[src/rtl/rws_pkg.sv]
// Shared codes and types for the roulette wheel selector.
package rws_pkg;

  localparam int KIND_W  = 2;
  localparam int FIT_W   = 16;
  localparam int ID_W    = 16;
  localparam int FRAC_W  = 16;
  localparam int GAP_W   = 8;

  localparam logic [KIND_W-1:0] KIND_CLEAR = 2'd0;
  localparam logic [KIND_W-1:0] KIND_LOAD  = 2'd1;
  localparam logic [KIND_W-1:0] KIND_DRAW  = 2'd2;

  localparam logic [GAP_W-1:0] GAP_RESET = 8'd1;

  // Status part of the draw token that walks the cell chain.
  typedef struct packed {
    logic            valid;
    logic            found;
    logic [ID_W-1:0] id;
  } tok_ctl_t;

endpackage

[src/rtl/rws_cell.sv]
// One wheel cell: holds one interval and checks the passing draw token.
module rws_cell #(
  parameter int IDX     = 0,
  parameter int BOUND_W = 23,
  parameter int COUNT_W = 7
) (
  input  logic                       clk,
  input  logic                       rst,
  // load port
  input  logic                       ld_en,
  input  logic [COUNT_W-1:0]         ld_index,
  input  logic [BOUND_W-1:0]         ld_lower,
  input  logic [BOUND_W-1:0]         ld_upper,
  input  logic [rws_pkg::ID_W-1:0]   ld_id,
  // number of loaded entries
  input  logic [COUNT_W-1:0]         count,
  // token from the previous cell
  input  rws_pkg::tok_ctl_t          ctl_in,
  input  logic [BOUND_W-1:0]         v_in,
  // token to the next cell
  output rws_pkg::tok_ctl_t          ctl_out,
  output logic [BOUND_W-1:0]         v_out
);

  logic [BOUND_W-1:0]       lower;
  logic [BOUND_W-1:0]       upper;
  logic [rws_pkg::ID_W-1:0] id;
  logic                     hit;

  always_ff @(posedge clk) begin
    if (ld_en && ld_index == COUNT_W'(IDX)) begin
      lower <= ld_lower;
      upper <= ld_upper;
      id    <= ld_id;
    end
  end

  // first hit in load order wins: later cells see found already set
  assign hit = !ctl_in.found && (COUNT_W'(IDX) < count) &&
               (v_in >= lower) && (v_in < upper);

  always_ff @(posedge clk) begin
    if (rst) begin
      ctl_out.valid <= 1'b0;
    end else begin
      ctl_out.valid <= ctl_in.valid;
    end
    // data holds after the token passes, so the tail keeps the result
    if (ctl_in.valid) begin
      ctl_out.found <= ctl_in.found | hit;
      ctl_out.id    <= hit ? id : ctl_in.id;
      v_out         <= v_in;
    end
  end

endmodule

[config.mk]
export PLATFORM = sky130hd
export DESIGN_NAME = rws_cell
export DESIGN_NICKNAME = d
export VERILOG_FILES = /design/src/rtl/rws_pkg.sv /design/src/rtl/rws_cell.sv
export SDC_FILE = /design/constraint.sdc
export NUM_CORES = 1
export LEC_CHECK = 0
export BUFFER_PORTS_ARGS = -buffer_cell sky130_fd_sc_hd__buf_2
export CAP_MARGIN = 5
export CORE_MARGIN = 4
export CORE_UTILIZATION = 55
export CTS_BUF_LIST = sky130_fd_sc_hd__clkbuf_8
export CTS_CLUSTER_SIZE = 40
export DETAILED_ROUTE_END_ITERATION = 6
export GPL_ROUTABILITY_DRIVEN = 0
export HOLD_SLACK_MARGIN = 0.03
export MAX_ROUTING_LAYER = met4
export PLACE_DENSITY = 0.87
export SLEW_MARGIN = 20
export SYNTH_ARGS = -nofsm -noshare
export SYNTH_HDL_FRONTEND = slang
export SYNTH_SLANG_ARGS = --single-unit
[constraint.sdc]
create_clock -name clk -period 4.9 [get_ports clk]
set_input_delay 0.735 -clock clk [delete_from_list [all_inputs] [get_ports clk]]
set_output_delay 0.735 -clock clk [all_outputs]
set_load 0.05 [all_outputs]
Word level (Yosys, flattened, before mapping)
Index checks and enable logic that the tools add are counted.

Bits in registers: 103. Output and inout bits: 41.

Magnitude comparators: 3. Muxes and demuxes: 1. Bitwise gates (word level): 1. Reduce and logical (&&, ||, !) cells: 6.

Operators by type and width (number): $ge A23 B23 Y1 (1); $lt A23 B23 Y1 (1); $mux W16 (1); $logic_not A7 Y1 (1); $lt A1 B7 Y1 const A (1); $logic_and A1 B1 Y1 (4); $logic_not A1 Y1 (1); $or A1 B1 Y1 (1).

Longest topological paths before layout
Depth after elaboration: 5. Mapped depth: 9. Depth with buffers taken out: 8.

Worst setup path before layout
OpenSTA, ideal clock, no wires.

Path type: in2reg. Start point: in ld_index[1]. End point: reg id[0] in the netlist's numbering, enable pin. Library setup time: 427 ps. Arrival time: 2560 ps. Data required time: 4473 ps. Setup slack: 1913 ps. Cell stages on the path: 2. Cell sequence: nor4_1 -> and4b_1.

Word-level cells in the longest chain between the ends: 2.

RTL lines: start, declared (RTL line rws_cell.sv:11) `input logic [COUNT_W-1:0] ld_index,`; $logic_not A7 Y1 (RTL line rws_cell.sv:31) `if (ld_en && ld_index == COUNT_W'(IDX)) begin`; $logic_and A1 B1 Y1 (RTL line rws_cell.sv:31); end signal, assigned (RTL line rws_cell.sv:34) `id <= ld_id;`; end, declared (RTL line rws_cell.sv:27) `logic [rws_pkg::ID_W-1:0] id;`.

Every way passes these cells. A chain may end at the register's enable or synchronous reset.

Worst setup path after layout
Start point: in v_in[0]. End point: reg ctl_out[2] in the netlist's numbering (data pin).

Word-level cells in the longest chain between the ends: 4. Elaborated cells on any way between the ends: 5. Classes of those cells: order compare (2); mux (1); reduce/logical (2).

RTL lines: start, declared (RTL line rws_cell.sv:19) `input logic [BOUND_W-1:0] v_in,`; $ge A23 B23 Y1 (RTL line rws_cell.sv:40) `(v_in >= lower) && (v_in < upper);`; $logic_and A1 B1 Y1 (RTL line rws_cell.sv:39) `assign hit = !ctl_in.found && (COUNT_W'(IDX) < count) &&`; $logic_and A1 B1 Y1 * (RTL line rws_cell.sv:40); $mux W16 * (RTL line rws_cell.sv:51) `ctl_out.id <= hit ? id : ctl_in.id;`; end, declared (RTL line rws_cell.sv:21) `output rws_pkg::tok_ctl_t ctl_out,`.

Every way passes the cells marked *; elsewhere a longest branch is shown, timed or not.

==> out/metrics.cfg <==
[run_status]
status = finished, final reports clean

[timing]
finalSetupViolations = 0
tns_ns = 0
fin_crit_ns = 2.88
rsz0062_at_grt = no
clock_skew_ns = 0.0175
max_slew_margin = 0.302
finalHoldViolations = 0
fmax_ghz = 0.347
worstMarginPinSlew_ns = 1.05
holdWs_ns = 0.514
post-route-period-util = 0.588
maxSlewViolCount = 0

[power_and_ir_drop]
power.density_nw_per_um2 = 313
vdd_ir_drop_max_mv = 0.193
seqPwrFrac = 0.571
cellInternalPower_uw = 1280
pwr-share-comb = 0.131
clockPowerShare = 0.298
p_leak_uw = 0.00253
power.switching_uw = 477
switching_share = 0.272

[final_layout]
final_cell_mix = 160 x buf_2, 102 x edfxtp_1, 45 x inv_1, 45 x ha_1, 15 x a21oi_1
n_fill_cell = 558
areaGrowthSynthToFinish_pct = 25.1
design_area_um2 = 5610
final_nets = 618
final_common_cell = buf_2
antenna_cells = 0
drive_gt1_frac = 0.428

[worst_setup_path]
critPathMaxFanout = 17
timing.rr.end = ctl_out[2]$_DFFE_PP_
reg2reg_slack_ns = 2.15
r2r-start = lower[0]$_DFFE_PP_
required_ns = 5.02
end_kind = register
critical_path_class = in -> reg
cp_data_arrival_time_ns = 3.00
rr_worst_depth = 7
cp-start-kind = input pin

[placed_design]
dp_hpwl_mm = 6.96
postPlaceCellArea_um2 = 5410
numPortBuffers = 160

[hold_path]
hp-class = in -> reg
hold_depth = 2
hold_path.startpoint = rst
min_to = ctl_out[17]$_SDFF_PP0_

[synthesis]
synth.avg_cell_area_um2 = 15.9
synth_fp_nets = 447
syn-cell-area_um2 = 4490
yosys.area.top_type = edfxtp_1
synth.top_cell.area_share = 0.683
ys_seq_area_frac = 0.687
ys_ff_latch = 103
synthTopCellsByArea = edfxtp_1 68%, ha_1 13%, inv_1 3.8%, mux2_4 3.0%, mux2_2 1.8%
synth_cell_types = 31
yosysWarnings = 0
syn_inst = 282

[route]
routed.top_layer = met4
wl_met2_mm = 4.70
avgRoutedWirePerCell_um = 16.2
via_per_inst = 5.10
dr.first_iter.drc_count = 112
num_vias = 2857
route.detailed.drc = 0
wl_met1_mm = 3.40
first_pass_iters = 4
ant_nets = 0
dr_wl_met3_um = 773
drt_wl_total_mm = 9.05

[grt]
grt_pass1_wl_mm = 14.0
grt_max_degree = 45
grt_pass1_vias = 2975
grtUsageTotal = 0.195
antenna_found_initial = 0
grt.overflow.total = 0

[cts]
cts.repair.resized = 0
post-cts-setup-buffer-count = 0
cts_tree = yes
cts_buffer_depth = 2
cts_buffers = 9
cts_sinks = 103
path_clk_slew_ns = 0.10
htree_levels = 3
clockRootBuffer = clkbuf_8
insertion_delay_ns = 0.37
cts_hold_buffers = 0

[floorplanning]
core_area_um2 = 7850
rows = 32
die_x_um = 98.3
io-pin-count = 161
initial_utilization = 0.572
die_h_um = 98.3
die-area_um2 = 9660

[run]
cap_violations = 0

## flip-flops by register name (all words and copies together), names as in the netlist
name     flops
upper       23
lower       23
v_out       23
id          16
ctl_out     18
## kinds of logic (layout without fill, tap and decap cells)
group | after synthesis | count (layout) | share of synthesized area
flops | 103 | 103 | 0.687
buf+inv | 46 | 222 | 0.0402
fa+ha+maj | 45 | 45 | 0.126
simple gates | 37 | 37 | 0.0466
compound gates | 35 | 35 | 0.0527
mux | 16 | 16 | 0.0477
## power groups by stage
stage | registers [uW] | logic, uW | clock network, uW
after floorplan | 1110 | 46.9 | 0
after global placement | 1020 | 223 | 0
after detailed placement | 1020 | 230 | 0
after CTS | 1000 | 231 | 535
after global routing | 1010 | 246 | 572
final | 1000 | 230 | 523
## worst max-delay path, stage by stage
cell and delay, ns:
buf_2 0.10, inv_1 0.04, ha_1 0.28, nand2b_1 0.13, a2111oi_0 0.39, or4_1 0.21, a21oi_2 0.08, o211ai_4 0.63
mux2_2 0.40
## layout make-up
type | instances | area, um2 | area share
clock buffers | 9 | 124 | 0.0221
clock inverters | 7 | 77.6 | 0.0138
inverters | 45 | 169 | 0.0301
multi-input cells | 133 | 1220 | 0.218
flip-flops and latches | 103 | 3080 | 0.549
well taps | 102 | 128 | 0.0227
repair buffers | 161 | 808 | 0.144
## synthesized netlist by cell type
cell and n:
a2111oi_0 2, a211oi_1 3, a21o_1 4, a21oi_1 15, a21oi_2 1, a221o_1 1
and2_0 1, and4_1 3, and4b_1 1, buf_6 1, dfxtp_1 1, edfxtp_1 102
ha_1 45, inv_1 45, mux2_2 7, mux2_4 9, nand2_1 7, nand2b_1 3
nand3_1 4, nand3b_1 1, nand4_1 5, nor2_1 5, nor2b_1 1, nor3_1 2
nor4_1 2, o211ai_1 1, o211ai_4 1, o21a_1 2, o21ai_0 4, o221ai_1 1
or4_1 2
## how the worst max path moves through the flow
stage | from | end | slack [ns] | depth (start not counted)
6_report | v_in[0] | ctl_out[2]$_DFFE_PP_ | 2.02 | 9
5_1_grt | v_in[0] | ctl_out[2]$_DFFE_PP_ | 1.86 | 9
4_1_cts | v_in[0] | ctl_out[2]$_DFFE_PP_ | 1.99 | 9
3_5_place_dp | v_in[0] | ctl_out[5]$_DFFE_PP_ | 1.58 | 9
3_3_place_gp | v_in[0] | ctl_out[2]$_DFFE_PP_ | 1.69 | 9
2_1_floorplan | ld_index[1] | id[0]$_DFFE_PP_ | 1.91 | 2
## layer usage
layer | GRT usage | up-vias
li1 | - | 1397
met3 | 0.0514 | 14
met5 | - | -
met1 | 0.210 | 1312
met2 | 0.337 | 134
met4 | 0.0840 | 0
## per-stage QoR
stage | power [uW] | worst slack, ns | std cells | util
after floorplan | 1160 | 1.91 | 282 | -
after global placement | 1250 | 1.69 | 544 | 0.690
after detailed placement | 1250 | 1.58 | 544 | 0.690
after CTS | 1770 | 1.99 | 560 | 0.715
after global routing | 1820 | 1.86 | 560 | 0.715
final | 1760 | 2.02 | 560 | 0.715
No activity file was read; power rests on OpenSTA's default activity.
